[src/sv/kms_pkg.sv]
package kms_pkg;

  localparam int ROWS_DEF        = 8;
  localparam int SELECT_BITS_DEF = 3;
  localparam int SAMPLE_W        = 8;
  localparam int INDEX_W         = 3;

  typedef struct packed {
    logic               event_valid;
    logic [INDEX_W-1:0] event_row;
    logic [INDEX_W-1:0] event_col;
    logic               key_down;
    logic [INDEX_W-1:0] next_select;
    logic               any_pressed;
    logic               last;
  } result_t;

  typedef struct packed {
    logic load;
    logic step;
    logic finish;
  } kms_cmd_t;

  typedef struct packed {
    logic pend_valid;
    logic col_last;
    logic change;
    logic out_free;
    logic walk_end;
  } kms_stat_t;

endpackage

[src/sv/kms_in_if.sv]
interface kms_in_if
  import kms_pkg::*;
();
  logic                valid;
  logic                ready;
  logic [SAMPLE_W-1:0] row_bits;

  modport source (output valid, output row_bits, input ready);
  modport sink (input valid, input row_bits, output ready);
endinterface

[src/sv/kms_out_if.sv]
interface kms_out_if
  import kms_pkg::*;
();
  logic               valid;
  logic               ready;
  logic               event_valid;
  logic [INDEX_W-1:0] event_row;
  logic [INDEX_W-1:0] event_col;
  logic               key_down;
  logic [INDEX_W-1:0] next_select;
  logic               any_pressed;
  logic               last;

  modport source (
    output valid, output event_valid, output event_row, output event_col,
    output key_down, output next_select, output any_pressed, output last,
    input ready
  );
  modport sink (
    input valid, input event_valid, input event_row, input event_col,
    input key_down, input next_select, input any_pressed, input last,
    output ready
  );
endinterface

[src/sv/demux_key_matrix_scanner.sv]
// Key matrix scanner for a matrix whose columns are picked through a binary
// demultiplexer. Each sample transfer carries the row pins read for the column
// now selected; the result names the select value to drive next. A sample for
// a column other than the last gives one result and the input is ready again
// once the result has moved into the output register; a result still held
// there by the receiver delays this. The sample for the last column starts a
// walk over all ROWS x 2^SELECT_BITS keys, one key per cycle in row-major order
// while no change meets a pending event that the output register cannot take,
// followed by a closing step and the release of the final result, after which
// the input is ready again; a stall on the result side delays this. The walk
// emits one event per changed key; the final result of a scan carries last and
// any_pressed. Reported key state is all released after reset.
module demux_key_matrix_scanner
  import kms_pkg::*;
#(
  parameter int ROWS        = ROWS_DEF,
  parameter int SELECT_BITS = SELECT_BITS_DEF
) (
  input  logic clk,
  input  logic rst,
  kms_in_if.sink    samples,
  kms_out_if.source results
);

  kms_cmd_t  cmd;
  kms_stat_t stat;
  result_t   res;

  kms_ctrl u_ctrl (
    .clk      (clk),
    .rst      (rst),
    .in_valid (samples.valid),
    .in_ready (samples.ready),
    .stat     (stat),
    .cmd      (cmd)
  );

  kms_datapath #(
    .ROWS        (ROWS),
    .SELECT_BITS (SELECT_BITS)
  ) u_datapath (
    .clk       (clk),
    .rst       (rst),
    .cmd       (cmd),
    .stat      (stat),
    .row_bits  (samples.row_bits),
    .out_ready (results.ready),
    .out_valid (results.valid),
    .out_data  (res)
  );

  assign results.event_valid = res.event_valid;
  assign results.event_row   = res.event_row;
  assign results.event_col   = res.event_col;
  assign results.key_down    = res.key_down;
  assign results.next_select = res.next_select;
  assign results.any_pressed = res.any_pressed;
  assign results.last        = res.last;

endmodule

[src/sv/kms_ctrl.sv]
module kms_ctrl
  import kms_pkg::*;
(
  input  logic      clk,
  input  logic      rst,
  input  logic      in_valid,
  output logic      in_ready,
  input  kms_stat_t stat,
  output kms_cmd_t  cmd
);

  localparam logic [1:0] ST_IDLE   = 2'd0;
  localparam logic [1:0] ST_WALK   = 2'd1;
  localparam logic [1:0] ST_FINISH = 2'd2;

  logic [1:0] state;
  logic [1:0] state_next;
  logic       step_ok;

  assign in_ready = (state == ST_IDLE) && !stat.pend_valid;

  // A change found while an event is still pending must push that event out first.
  assign step_ok = !stat.change || !stat.pend_valid || stat.out_free;

  always_comb begin
    state_next = state;
    cmd        = '0;
    unique case (state)
      ST_IDLE: begin
        if (in_valid && in_ready) begin
          cmd.load = 1'b1;
          if (stat.col_last) begin
            state_next = ST_WALK;
          end
        end
      end
      ST_WALK: begin
        cmd.step = step_ok;
        if (step_ok && stat.walk_end) begin
          state_next = ST_FINISH;
        end
      end
      ST_FINISH: begin
        cmd.finish = 1'b1;
        state_next = ST_IDLE;
      end
      default: begin
        state_next = ST_IDLE;
      end
    endcase
  end

  always_ff @(posedge clk) begin
    if (rst) begin
      state <= ST_IDLE;
    end else begin
      state <= state_next;
    end
  end

endmodule

[src/sv/kms_datapath.sv]
module kms_datapath
  import kms_pkg::*;
#(
  parameter int ROWS        = ROWS_DEF,
  parameter int SELECT_BITS = SELECT_BITS_DEF
) (
  input  logic                clk,
  input  logic                rst,
  input  kms_cmd_t            cmd,
  output kms_stat_t           stat,
  input  logic [SAMPLE_W-1:0] row_bits,
  input  logic                out_ready,
  output logic                out_valid,
  output result_t             out_data
);

  localparam int COLS = 1 << SELECT_BITS;
  localparam int RW   = (ROWS > 1) ? $clog2(ROWS) : 1;
  localparam logic [SELECT_BITS-1:0] COL_LAST = SELECT_BITS'(COLS - 1);
  localparam logic [RW-1:0]          ROW_LAST = RW'(ROWS - 1);

  logic [ROWS-1:0]        scan_buf [COLS];
  logic [ROWS-1:0]        reported [COLS];
  logic [SELECT_BITS-1:0] col_cnt;
  logic [SELECT_BITS-1:0] walk_c;
  logic [RW-1:0]          walk_r;
  logic                   any;
  logic                   pend_valid;
  logic                   pend_rel;
  result_t                pend;
  result_t                pend_next;

  logic [ROWS-1:0] sample;
  logic [ROWS-1:0] scan_row;
  logic [ROWS-1:0] rep_row;
  logic            now_bit;
  logic            was_bit;
  logic            out_free;
  logic            push;
  logic            rel_move;

  assign sample   = ROWS'(row_bits);
  assign scan_row = scan_buf[walk_c];
  assign rep_row  = reported[walk_c];
  assign now_bit  = scan_row[walk_r];
  assign was_bit  = rep_row[walk_r];

  assign out_free = !out_valid || out_ready;
  assign push     = cmd.step && (now_bit != was_bit) && pend_valid;
  assign rel_move = pend_valid && pend_rel && out_free;

  assign stat.pend_valid = pend_valid;
  assign stat.col_last   = (col_cnt == COL_LAST);
  assign stat.change     = (now_bit != was_bit);
  assign stat.out_free   = out_free;
  assign stat.walk_end   = (walk_r == ROW_LAST) && (walk_c == COL_LAST);

  // Scan buffer needs no reset: every column is written before the walk reads it.
  always_ff @(posedge clk) begin
    if (cmd.load) begin
      scan_buf[col_cnt] <= sample;
    end
  end

  always_ff @(posedge clk) begin
    if (rst) begin
      for (int i = 0; i < COLS; i++) begin
        reported[i] <= '0;
      end
    end else if (cmd.step && (now_bit != was_bit)) begin
      reported[walk_c][walk_r] <= now_bit;
    end
  end

  always_ff @(posedge clk) begin
    if (rst) begin
      col_cnt <= '0;
      walk_c  <= '0;
      walk_r  <= '0;
    end else if (cmd.load) begin
      walk_c  <= '0;
      walk_r  <= '0;
      col_cnt <= (col_cnt == COL_LAST) ? '0 : col_cnt + 1'b1;
    end else if (cmd.step) begin
      if (walk_c == COL_LAST) begin
        walk_c <= '0;
        walk_r <= walk_r + 1'b1;
      end else begin
        walk_c <= walk_c + 1'b1;
      end
    end
  end

  always_ff @(posedge clk) begin
    if (cmd.load) begin
      any <= 1'b0;
    end else if (cmd.step) begin
      any <= any | now_bit;
    end
  end

  // The pending stage holds the newest event until it is known whether
  // another change follows, which decides its last flag.
  always_comb begin
    pend_next = pend;
    if (cmd.load && (col_cnt != COL_LAST)) begin
      pend_next             = '0;
      pend_next.next_select = INDEX_W'(col_cnt + 1'b1);
      pend_next.last        = 1'b1;
    end else if (cmd.step && (now_bit != was_bit)) begin
      pend_next             = '0;
      pend_next.event_valid = 1'b1;
      pend_next.event_row   = INDEX_W'(walk_r);
      pend_next.event_col   = INDEX_W'(walk_c);
      pend_next.key_down    = now_bit;
    end else if (cmd.finish) begin
      if (!pend_valid) begin
        pend_next = '0;
      end
      pend_next.any_pressed = any;
      pend_next.last        = 1'b1;
    end
  end

  always_ff @(posedge clk) begin
    pend <= pend_next;
  end

  always_ff @(posedge clk) begin
    if (rst) begin
      pend_valid <= 1'b0;
      pend_rel   <= 1'b0;
    end else begin
      if (rel_move) begin
        pend_valid <= 1'b0;
      end
      if (cmd.load && (col_cnt != COL_LAST)) begin
        pend_valid <= 1'b1;
        pend_rel   <= 1'b1;
      end else if (cmd.step && (now_bit != was_bit)) begin
        pend_valid <= 1'b1;
        pend_rel   <= 1'b0;
      end else if (cmd.finish) begin
        pend_valid <= 1'b1;
        pend_rel   <= 1'b1;
      end
    end
  end

  always_ff @(posedge clk) begin
    if (rst) begin
      out_valid <= 1'b0;
    end else if (push || rel_move) begin
      out_valid <= 1'b1;
    end else if (out_ready) begin
      out_valid <= 1'b0;
    end
  end

  always_ff @(posedge clk) begin
    if (push || rel_move) begin
      out_data <= pend;
    end
  end

endmodule

[src/flat_wrapper.sv]
// flat-port wrapper written by rule: the top's interface ports become plain ports
module demux_key_matrix_scanner_flat import kms_pkg::*;
#(
  parameter int ROWS        = ROWS_DEF,
  parameter int SELECT_BITS = SELECT_BITS_DEF
)
  (clk, rst, samples_valid, samples_row_bits, samples_ready, results_valid, results_event_valid, results_event_row, results_event_col, results_key_down, results_next_select, results_any_pressed, results_last, results_ready);
  kms_in_if samples_i ();
  kms_out_if results_i ();
  input  logic clk;
  input  logic rst;
  input wire logic [$bits(samples_i.valid)-1:0] samples_valid;
  input wire logic [$bits(samples_i.row_bits)-1:0] samples_row_bits;
  output wire logic [$bits(samples_i.ready)-1:0] samples_ready;
  output wire logic [$bits(results_i.valid)-1:0] results_valid;
  output wire logic [$bits(results_i.event_valid)-1:0] results_event_valid;
  output wire logic [$bits(results_i.event_row)-1:0] results_event_row;
  output wire logic [$bits(results_i.event_col)-1:0] results_event_col;
  output wire logic [$bits(results_i.key_down)-1:0] results_key_down;
  output wire logic [$bits(results_i.next_select)-1:0] results_next_select;
  output wire logic [$bits(results_i.any_pressed)-1:0] results_any_pressed;
  output wire logic [$bits(results_i.last)-1:0] results_last;
  input wire logic [$bits(results_i.ready)-1:0] results_ready;
  assign samples_i.valid = samples_valid;
  assign samples_i.row_bits = samples_row_bits;
  assign samples_ready = samples_i.ready;
  assign results_valid = results_i.valid;
  assign results_event_valid = results_i.event_valid;
  assign results_event_row = results_i.event_row;
  assign results_event_col = results_i.event_col;
  assign results_key_down = results_i.key_down;
  assign results_next_select = results_i.next_select;
  assign results_any_pressed = results_i.any_pressed;
  assign results_last = results_i.last;
  assign results_i.ready = results_ready;
  demux_key_matrix_scanner #(.ROWS(ROWS), .SELECT_BITS(SELECT_BITS)) u_core (.clk(clk), .rst(rst), .samples(samples_i), .results(results_i));
endmodule
[config.mk]
export PLATFORM = sky130hd
export DESIGN_NAME = demux_key_matrix_scanner_flat
export DESIGN_NICKNAME = d
export VERILOG_FILES = /design/src/sv/kms_pkg.sv /design/src/sv/kms_in_if.sv /design/src/sv/kms_out_if.sv /design/src/sv/demux_key_matrix_scanner.sv /design/src/sv/kms_ctrl.sv /design/src/sv/kms_datapath.sv /design/src/flat_wrapper.sv
export SDC_FILE = /design/constraint.sdc
export NUM_CORES = 1
export LEC_CHECK = 0
export ABC_AREA = 1
export BUFFER_PORTS_ARGS = -buffer_cell sky130_fd_sc_hd__buf_2
export CORE_UTILIZATION = 55
export DETAILED_ROUTE_END_ITERATION = 10
export HOLD_SLACK_MARGIN = 0.02
export PLACE_DENSITY = 0.72
export SETUP_SLACK_MARGIN = 0.5
export SYNTH_ARGS = -nofsm -noshare
export SYNTH_HDL_FRONTEND = slang
export SYNTH_HIERARCHICAL = 1
export SYNTH_SLANG_ARGS = --single-unit
export TNS_END_PERCENT = 5
[constraint.sdc]
create_clock -name clk -period 4 [get_ports clk]
set_clock_uncertainty 0.1 [all_clocks]
set_input_delay 0.2 -clock clk [delete_from_list [all_inputs] [get_ports clk]]
set_output_delay 0.2 -clock clk [all_outputs]
set_load 0.02 [all_outputs]
==> results.json, run 1 <==
{
  "place_ws_ns": 0.6777,
  "synthDistinctLibCells": 29,
  "diodes": 0,
  "clock_path_buffers": 2,
  "finalCritPeriodShare": 0.7754,
  "leakage_nw": 3.630,
  "slew_viol_final": 0,
  "top_layer": "met4",
  "grt_usage": 0.2472,
  "worst_path_largest_cell_delay_ns": 0.45,
  "io_buffers": 26,
  "cp.required_ns": 4.02,
  "numCtsBuffers": 17,
  "hpwl_mm": 11.00,
  "status": "complete, no violations",
  "rows": 45,
  "area_growth_pct": 9.674,
  "setup_slack_ns": 0.8985,
  "path_class": "reg -> reg",
  "io-pin-count": 27,
  "clk_pin_slew_ns": 0.07,
  "wl_per_cell_um": 16.89,
  "clock_latency_ns": 0.43,
  "drt_wl_total_mm": 18.53,
  "critical-path-top-delay-family": "simple AND/OR/NAND/NOR gates",
  "path_buf_inv": 3,
  "post_dp_cell_area_um2": 8662,
  "core_area_um2": 15150,
  "drc_errors": 0,
  "initial_core_util": 0.5627,
  "cap_violations": 0,
  "wl_met2_mm": 9.267,
  "ir_worst_vdd_mv": 0.3079,
  "hold_class": "in -> reg",
  "critPathLaunchType": "flop",
  "firstDrtPassIters": 5,
  "syn_nets": 908,
  "worst_path_most_repeated_cell": "nand2_1",
  "cts_root_buf": "clkbuf_16",
  "p_per_area_nw_per_um2": 403.7,
  "first_iter_violations": 573,
  "avgViaCountPerCell": 5.603,
  "worst_path_max_delay_cell": "inv_2",
  "dieArea_um2": 16000,
  "rsz0062_at_grt": "no",
  "wl_met1_mm": 7.715,
  "worst-path-max-fanout": 26,
  "grt_max_degree": 65,
  "synth_seq_cells": 172,
  "cts.sinks": 172,
  "end_kind": "flop",
  "drive_above_1_share": 0.1628,
  "tightest_slew_ns": 1.003,
  "routabilityCongestion": 0.7988,
  "antenna_found_initial": 0,
  "vias": 6146,
  "synth_area_per_cell_um2": 9.577,
  "fin_crit_ns": 3.101,
  "slew_headroom": 0.3310,
  "tns_ns": 0,
  "synth_warnings": 6,
  "nets": 914,
  "seq_area_frac_synth": 0.5731,
  "htreeDepth": 4,
  "die_w_um": 126.5,
  "stdcell_count": 1097,
  "dpl.cell_count": 1054,
  "overflow": 0,
  "grt_pass1_wl_mm": 30.02,
  "fmax_mhz": 322.4,
  "met3_length_mm": 1.018,
  "grt_pass1_vias": 5995,
  "hold_viol": 0,
  "detail-route-antenna-nets": 0,
  "cts_tree": "built",
  "cts_resized": 0,
  "final_area_um2": 9348,
  "arrival_ns": 3.12,
  "syn_inst": 890,
  "dieHeight_um": 126.5,
  "final_util": 0.6172,
  "critical_path.cell_chain": "inv_2 -> nand3_1 -> nand3_1 -> nand3_1 -> nand2_1 -> nand2_1 -> nand2_1 -> nor2_1 -> nand2_1 -> nand2_2 -> a31oi_2 -> buf_4 -> nand4_1 -> buf_4 -> o21ai_0",
  "synth.cell_area_um2": 8523,
  "setup_viol": 0
}
==> cell usage after synthesis <==
master | n | area (µm²)
and3_1 | 1 | 6.260
nand4_4 | 7 | 148.9
nand3_1 | 88 | 440.4
buf_2 | 23 | 115.1
nor2_2 | 1 | 6.260
inv_2 | 2 | 7.510
nand2_2 | 3 | 18.77
nand4_1 | 10 | 62.56
ha_1 | 6 | 75.07
buf_6 | 4 | 45.04
nor3_2 | 56 | 560.5
clkbuf_1 | 21 | 78.83
dfxtp_1 | 28 | 560.5
nand2_1 | 240 | 900.9
a211oi_1 | 2 | 15.01
nor2_1 | 50 | 187.7
nor2b_2 | 1 | 8.760
o22ai_1 | 2 | 12.51
edfxtp_1 | 144 | 4324
inv_1 | 86 | 322.8
o21ai_1 | 14 | 70.07
o21ai_0 | 63 | 315.3
a31oi_1 | 2 | 12.51
nor3_1 | 10 | 50.05
a21oi_1 | 10 | 50.05
buf_1 | 1 | 3.750
buf_8 | 1 | 15.01
nor2_4 | 1 | 11.26
buf_4 | 13 | 97.59
==> state kept, by name (all words and copies together), names as in the netlist, named ones only <==
| name | count |
|---|---|
| u_core/u_datapath/walk_c | 3 |
| u_core/u_datapath/out_data | 13 |
| u_core/u_ctrl/state | 2 |
| u_core/u_datapath/col_cnt | 3 |
| u_core/u_datapath/scan_buf | 64 |
| u_core/u_datapath/walk_r | 3 |
| u_core/u_datapath/pend_valid | 1 |
| u_core/u_datapath/pend_rel | 1 |
| u_core/u_datapath/pend | 13 |
| u_core/u_datapath/reported | 64 |
| u_core/u_datapath/any | 1 |
| u_core/u_datapath/out_valid | 1 |
==> through the flow <==
step	power [mW]	hold slack [ns]
final	3.773	0.1022
after global routing	3.887	0.1312
after CTS	3.792	0.09062
after detailed placement	2.201	0.3054
after global placement	2.195	0.3031
after floorplan	2.155	0.1694
==> tightest hold or removal path: cells and delay by family <==
family	cells	cell delay, ns
buffers and inverters	3	0.14
AND/OR/NAND/NOR	3	0.25
==> repair_timing <==
action,in CTS,in global routing
hold buffers,10,0
buffers inserted,0,1
endpoints found under the hold margin,67,0
endpoints found under the setup margin,0,8
==> cell type report <==
class	count	area [µm²]
Tap cell	188	235.2
Clock buffer	18	450.4
Fill cell	1307	5798
Multi-Input combinational cell	567	2970
Sequential cell	172	4886
Timing Repair Buffer	50	347.8
Inverter	88	330.3
Clock inverter	14	127.6
==> cell families (layout without fill, tap and decap cells) <==
family | after synthesis | after routing | synth area share
simple gates | 468 | 468 | 0.2819
flops | 172 | 172 | 0.5731
compound gates | 93 | 93 | 0.05578
fa+ha+maj | 6 | 6 | 0.008808
buf+inv | 151 | 170 | 0.08045
==> where the power goes <==
| group | total [mW] | internal [mW] | switching, mW |
|---|---|---|---|
| combinational | 0.173 | 0.0477 | 0.126 |
| sequential | 2.00 | 1.98 | 0.0150 |
| clock | 1.60 | 0.857 | 0.745 |
==> worst paths after layout <==
check        cells after the start  slack, ns                 startpoint                          endpoint
max                             15       0.90                       flop  u_core/u_datapath/reported[0][2]
max reg2reg                     15       0.90                       flop  u_core/u_datapath/reported[0][2]
min                              6       0.10              results_ready       u_core/u_datapath/out_valid
min reg2reg                      0       0.32  u_core/u_datapath/pend[2]     u_core/u_datapath/out_data[2]
==> routing by layer <==
layer / global-route usage / vias up
met5: 0 / -
met4: 0.1212 / 0
met3: 0.04133 / 43
met2: 0.4244 / 182
met1: 0.3038 / 2918
li1: - / 3003
==> layout by cell type (no fill, tap or decap), types with 18 or more instances in the layout <==
cell type / synthesis / final
nand2_1: 240 / 240
edfxtp_1: 144 / 144
nand3_1: 88 / 88
inv_1: 86 / 85
o21ai_0: 63 / 63
nor3_2: 56 / 56
nor2_1: 50 / 49
dfxtp_1: 28 / 27
buf_2: 23 / 26
clkbuf_16: 0 / 18
Power figures use the tool's default switching activity.
==> run 2: changes to the inputs <==
ABC_AREA = 0   (was 1)
clock period = 3.13 ns   (was 4 ns; I/O delays follow)
==> results.json, run 2 <==
{
  "path_class": "reg -> reg",
  "grt_pass1_vias": 5380,
  "seq_area_frac_synth": 0.6200,
  "reg2reg_depth": 17,
  "path_buf_inv": 5,
  "slew_viol_final": 0,
  "yosysMostFrequentCell": "edfxtp_1",
  "clock_power_share": 0.415,
  "finalCritPeriodShare": 1.156,
  "dieHeight_um": 121.7,
  "cts_root_buf": "clkbuf_16",
  "post_dp_cell_area_um2": 8631,
  "rows": 43,
  "clock_latency_ns": 0.43,
  "critical_path.cell_chain": "buf_6 -> mux4_2 -> a22oi_2 -> nor2_2 -> nor4_4 -> nand2_1 -> xnor2_1 -> nand2_1 -> nor2_1 -> nor2_2 -> inv_4 -> a2111oi_4 -> o21bai_4 -> buf_12 -> buf_12 -> clkbuf_16 -> a31o_2",
  "cap_violations": 0,
  "leakage_nw": 3.373,
  "first_iter_violations": 600,
  "min_to": "u_core/u_datapath/out_valid",
  "p_int_mw": 3.749,
  "cp.required_ns": 3.18,
  "syn_nets": 615,
  "r2r_end": "u_core/u_datapath/reported[5][6]",
  "reg2reg_setup_slack_ns": -0.49,
  "reg_top3": "u_core/u_datapath/reported (64), u_core/u_datapath/scan_buf (64)",
  "drt_wl_total_mm": 18.96,
  "fmax_mhz": 276.3,
  "routabilityCongestion": 0.8831,
  "p_per_area_nw_per_um2": 484.9,
  "initial_core_util": 0.5654,
  "dieArea_um2": 14810,
  "synth_ff_type": "edfxtp_1",
  "ys_top_cells_by_count": "144 x edfxtp_1, 91 x nor2_1, 54 x a31o_2, 40 x nand2_1, 31 x mux2i_1",
  "fin_crit_ns": 3.619,
  "cts.sinks": 172,
  "critPathLaunchType": "flop",
  "async_flop_share": 0,
  "ir_worst_vdd_mv": 0.3403,
  "avgViaCountPerCell": 6.233,
  "worst-path-max-fanout": 10,
  "tns_ns": -55.05,
  "seq_power_share": 0.539,
  "io_buffers": 26,
  "setup_viol": 156,
  "worst_path_largest_cell_delay_ns": 0.52,
  "io-pin-count": 27,
  "status": "finished with violations",
  "synth.cell_area_um2": 7879,
  "register_area_um2": 4888,
  "drive_above_1_share": 0.4046,
  "worst_path_max_delay_cell": "mux4_2",
  "synth_area_leader_cell": "edfxtp_1",
  "arrival_ns": 3.67,
  "wl_met2_mm": 9.164,
  "critical-path-top-delay-family": "simple AND/OR/NAND/NOR gates",
  "tightest_slew_ns": 1.133,
  "swShare": 0.2127,
  "hpwl_mm": 11.86,
  "overflow": 0,
  "setup_slack_ns": -0.4887,
  "cts_tree": "built",
  "synth_area_per_cell_um2": 13.20,
  "synth-edff-count": 144,
  "final_cell_mix": "144 x edfxtp_1, 57 x nor2_1, 55 x buf_4, 51 x a31o_2, 37 x nand2_1",
  "wl_met1_mm": 7.864,
  "met3_length_mm": 1.503,
  "hold_depth": 4,
  "slew_headroom": 0.2444,
  "firstDrtPassIters": 5,
  "p_comb_frac": 0.046,
  "area_growth_pct": 24.63,
  "detail-route-antenna-nets": 0,
  "clk_pin_slew_ns": 0.06,
  "grt_max_degree": 64,
  "drc_errors": 0,
  "p_total_mw": 4.761,
  "synth_area_leaders": "edfxtp_1 55%, dfxtp_1 7.1%, mux4_2 6.3%, a31o_2 6.0%, nor2_1 4.3%",
  "violations": "setup timing",
  "holdWs_ns": 0.1551,
  "yosys.area.top_type_share": 0.5488,
  "core_area_um2": 13930,
  "final_area_um2": 9819,
  "hold_class": "in -> reg",
  "end_kind": "flop",
  "top_layer": "met4",
  "vias": 5466,
  "hold_start": "results_ready",
  "grt_pass1_wl_mm": 29.30,
  "numCtsBuffers": 17,
  "hold_viol": 0,
  "wl_per_cell_um": 21.62,
  "power_switching_mw": 1.013,
  "diodes": 0,
  "rsz0062_at_grt": "yes",
  "nets": 702,
  "clock_path_buffers": 2,
  "synth_seq_cells": 172,
  "htreeDepth": 4,
  "grt_usage": 0.2722,
  "die_w_um": 121.7,
  "multi_input_area_um2": 2964,
  "syn_inst": 597,
  "fill_cells": 897,
  "mostFrequentLayoutCell": "edfxtp_1",
  "synth_warnings": 6,
  "synthDistinctLibCells": 50,
  "antenna_found_initial": 0
}
==> run 2: kinds of logic (layout without fill, tap and decap cells) <==
logic type	count (synthesis)	after routing	synth area share
compound gates	101	102	0.1074
xor+xnor	2	2	0.002224
fa+ha+maj	6	6	0.009528
buf+inv	59	158	0.03525
flops	172	172	0.6200
mux	53	53	0.1023
simple gates	204	204	0.1234
==> run 2: what timing repair did <==
item / 4_1_cts / 5_1_grt
setup endpoints to repair: 169 / 169
hold buffers: 9 / 0
hold endpoints to repair: 65 / 0
pin swaps: 36 / 20
resized for setup: 42 / 32
setup buffers: 12 / 3
cloned: 5 / 1
==> run 2: power by group through the flow <==
stage / Combinational [mW] / Sequential, mW / Clock (mW)
finish: 0.218 / 2.57 / 1.98
detailed placement: 0.199 / 2.62 / 0
CTS: 0.215 / 2.57 / 2.00
floorplan: 0.137 / 2.61 / 0
global placement: 0.192 / 2.61 / 0
global route: 0.238 / 2.57 / 2.09
==> run 2: metrics by stage <==
| step | instances | util | worst slack (ns) |
|---|---|---|---|
| final | 877 | 0.7047 | -0.4887 |
| after detailed placement | 815 | 0.6194 | -0.6020 |
| after CTS | 873 | 0.6930 | -0.4457 |
| after global routing | 877 | 0.7047 | -0.6755 |
| after global placement | 815 | 0.6194 | -0.5443 |
| after floorplan | 597 | - | -0.7697 |
==> run 2: worst register-to-register path, cell delays in order, from the launching register on <==
cell and delay, ns:
dfxtp_4 0.44, buf_6 0.13, mux4_2 0.52, a22oi_2 0.15, nor2_2 0.08, nor4_4 0.29, nand2_1 0.12, xnor2_1 0.14
nand2_1 0.07, nor2_1 0.05, nor2_2 0.19, inv_4 0.06, a2111oi_4 0.23, o21bai_4 0.22, buf_12 0.13, buf_12 0.11
clkbuf_16 0.16, a31o_2 0.16
==> run 2: worst max-delay path by stage <==
stage / from / end / cells after the start
6_report: flop / u_core/u_datapath/reported[5][6] / 17
5_1_grt: flop / u_core/u_datapath/reported[7][1] / 17
4_1_cts: flop / u_core/u_datapath/reported[1][4] / 17
3_5_place_dp: flop / u_core/u_datapath/reported[6][6] / 16
3_3_place_gp: flop / u_core/u_datapath/reported[7][0] / 16
2_1_floorplan: flop / u_core/u_datapath/out_data[0] / 18
==> run 2: area by class of cell <==
type	instances	share of cell area
Inverter	6	0.002548
Tap cell	180	0.02294
Timing Repair Buffer	120	0.1188
Multi-Input combinational cell	367	0.3019
Sequential cell	172	0.4978
Clock inverter	11	0.01121
Clock buffer	21	0.04485
==> run 2: per-layer routing <==
metal,track usage,vias up
li1,-,2445
met1,0.3664,2718
met2,0.4318,260
met3,0.06554,43
met4,0.09799,0
met5,0,-
==> run 3: changes to the inputs <==
==> constraint.sdc (replaced) <==
create_clock -name clk -period 3.13 [get_ports clk]
set_clock_uncertainty 0.1 [all_clocks]
set_input_delay 0.313 -clock clk [delete_from_list [all_inputs] [get_ports clk]]
set_output_delay 0.313 -clock clk [all_outputs]
set_load 0.02 [all_outputs]
==> results.json, run 3 (synthesis results as in run 2) <==
{
  "cp.required_ns": 3.18,
  "rows": 43,
  "tightest_slew_ns": 1.117,
  "hold_viol": 0,
  "met1_usage": 0.3658,
  "violations": "setup timing",
  "post_dp_cell_area_um2": 8631,
  "worst-path-max-fanout": 10,
  "drc_errors": 0,
  "multi_input_area_um2": 2964,
  "dieHeight_um": 121.7,
  "first_iter_violations": 611,
  "diodes": 0,
  "arrival_ns": 3.67,
  "fmax_mhz": 276.5,
  "cts.sinks": 172,
  "clock_path_buffers": 2,
  "fin_crit_ns": 3.616,
  "hold_class": "in -> reg",
  "cts_hold_buffers": 0,
  "die_w_um": 121.7,
  "htreeDepth": 4,
  "drive_above_1_share": 0.4099,
  "grt_max_degree": 64,
  "path_class": "reg -> reg",
  "firstDrtPassIters": 5,
  "setup_slack_ns": -0.4864,
  "hpwl_mm": 11.86,
  "slew_viol_final": 0,
  "rsz0062_at_grt": "yes",
  "stdcell_count": 868,
  "clock_latency_ns": 0.43,
  "mostFrequentLayoutCell": "edfxtp_1",
  "grt_usage": 0.2706,
  "tns_ns": -54.93,
  "leakage_nw": 3.336,
  "overflow": 0,
  "vias": 5407,
  "avgViaCountPerCell": 6.229,
  "finalCritPeriodShare": 1.155,
  "use_met2": 0.4276,
  "wl_per_cell_um": 21.52,
  "critPathLaunchType": "flop",
  "dieArea_um2": 14810,
  "final_cell_mix": "144 x edfxtp_1, 57 x nor2_1, 55 x buf_4, 51 x a31o_2, 37 x nand2_1",
  "final_area_um2": 9729,
  "register_area_um2": 4888,
  "grt_busiest_layer": "met2",
  "grt_pass1_vias": 5329,
  "initial_core_util": 0.5654,
  "slew_headroom": 0.2552,
  "antenna_found_initial": 0,
  "drt_wl_total_mm": 18.68,
  "grt_pass1_wl_mm": 29.16,
  "ir_worst_vdd_mv": 0.3406,
  "core_area_um2": 13930,
  "grtUsageMet3": 0.06601,
  "fill_cells": 911,
  "area_growth_pct": 23.49,
  "routabilityCongestion": 0.8831,
  "cts_tree": "built",
  "setup_viol": 156,
  "io-pin-count": 27,
  "clk_pin_slew_ns": 0.07,
  "nets": 693,
  "reg_top3": "u_core/u_datapath/reported (64), u_core/u_datapath/scan_buf (64)",
  "cts_root_buf": "clkbuf_16",
  "detail-route-antenna-nets": 0,
  "cap_violations": 0,
  "io_buffers": 26,
  "status": "finished with violations",
  "numCtsBuffers": 17,
  "end_kind": "flop",
  "p_per_area_nw_per_um2": 488.5,
  "dpl.cell_count": 815
}
## run 3: changes by cell type in the layout (fill, tap and decap cells not counted), sizes merged
cell,before,now
dlygate4sd3,9,0
## run 3: worst paths after layout
path	start	endpoint	slack (ns)	depth (start not counted)
max	flop	u_core/u_datapath/reported[3][7]	-0.49	17
min	samples_row_bits[6]	u_core/u_datapath/scan_buf[2][6]	0.05	1
max reg2reg	flop	u_core/u_datapath/reported[3][7]	-0.49	17
min reg2reg	u_core/u_datapath/pend[2]	u_core/u_datapath/out_data[2]	0.32	0
## run 3: routing by layer
metal | wire, µm | up-vias
li1 | - | 2427
met1 | 7815 | 2667
met2 | 8974 | 279
met3 | 1488 | 34
met4 | 398 | 0
met5 | 0 | -
## run 3: cell type report
cell class / count / area share
repair buffers: 111 / 0.1106
well taps: 180 / 0.02315
clock inverters: 11 / 0.01132
inverters: 6 / 0.002572
flip-flops and latches: 172 / 0.5024
multi-input cells: 367 / 0.3047
clock buffers: 21 / 0.04527
## run 3: power by group
part	internal [mW]	switching (mW)	total, mW
combinational	0.0940	0.115	0.209
clock	1.10	0.873	1.98
sequential	2.54	0.0237	2.57
## run 3: critical path: stages, from the launching register on
cell	delay (ns)
dfxtp_4	0.44
buf_12	0.13
buf_16	0.12
mux4_2	0.52
a22oi_1	0.28
a31oi_4	0.15
nor2_4	0.13
xnor2_1	0.08
nand2_1	0.07
nor2_1	0.05
nor2_2	0.19
inv_4	0.06
a2111oi_4	0.23
o21bai_4	0.22
buf_12	0.13
buf_12	0.11
clkbuf_16	0.15
a31o_2	0.16
## run 3: repair_timing
item | in CTS | in global routing
gates resized for setup | 42 | 32
pin swaps | 36 | 20
cloned | 5 | 1
setup endpoints to repair | 169 | 169
setup buffers | 12 | 3
## run 3: per-stage QoR
step / hold WS (ns) / setup slack [ns] / util / power (mW)
finish: 0.04936 / -0.4864 / 0.6982 / 4.753
global route: 0.05901 / -0.6755 / 0.6982 / 4.892
CTS: 0.03713 / -0.4457 / 0.6865 / 4.775
detailed placement: 0.3084 / -0.6020 / 0.6194 / 2.814
global placement: 0.3086 / -0.5443 / 0.6194 / 2.803
floorplan: 0.2923 / -0.7697 / - / 2.749
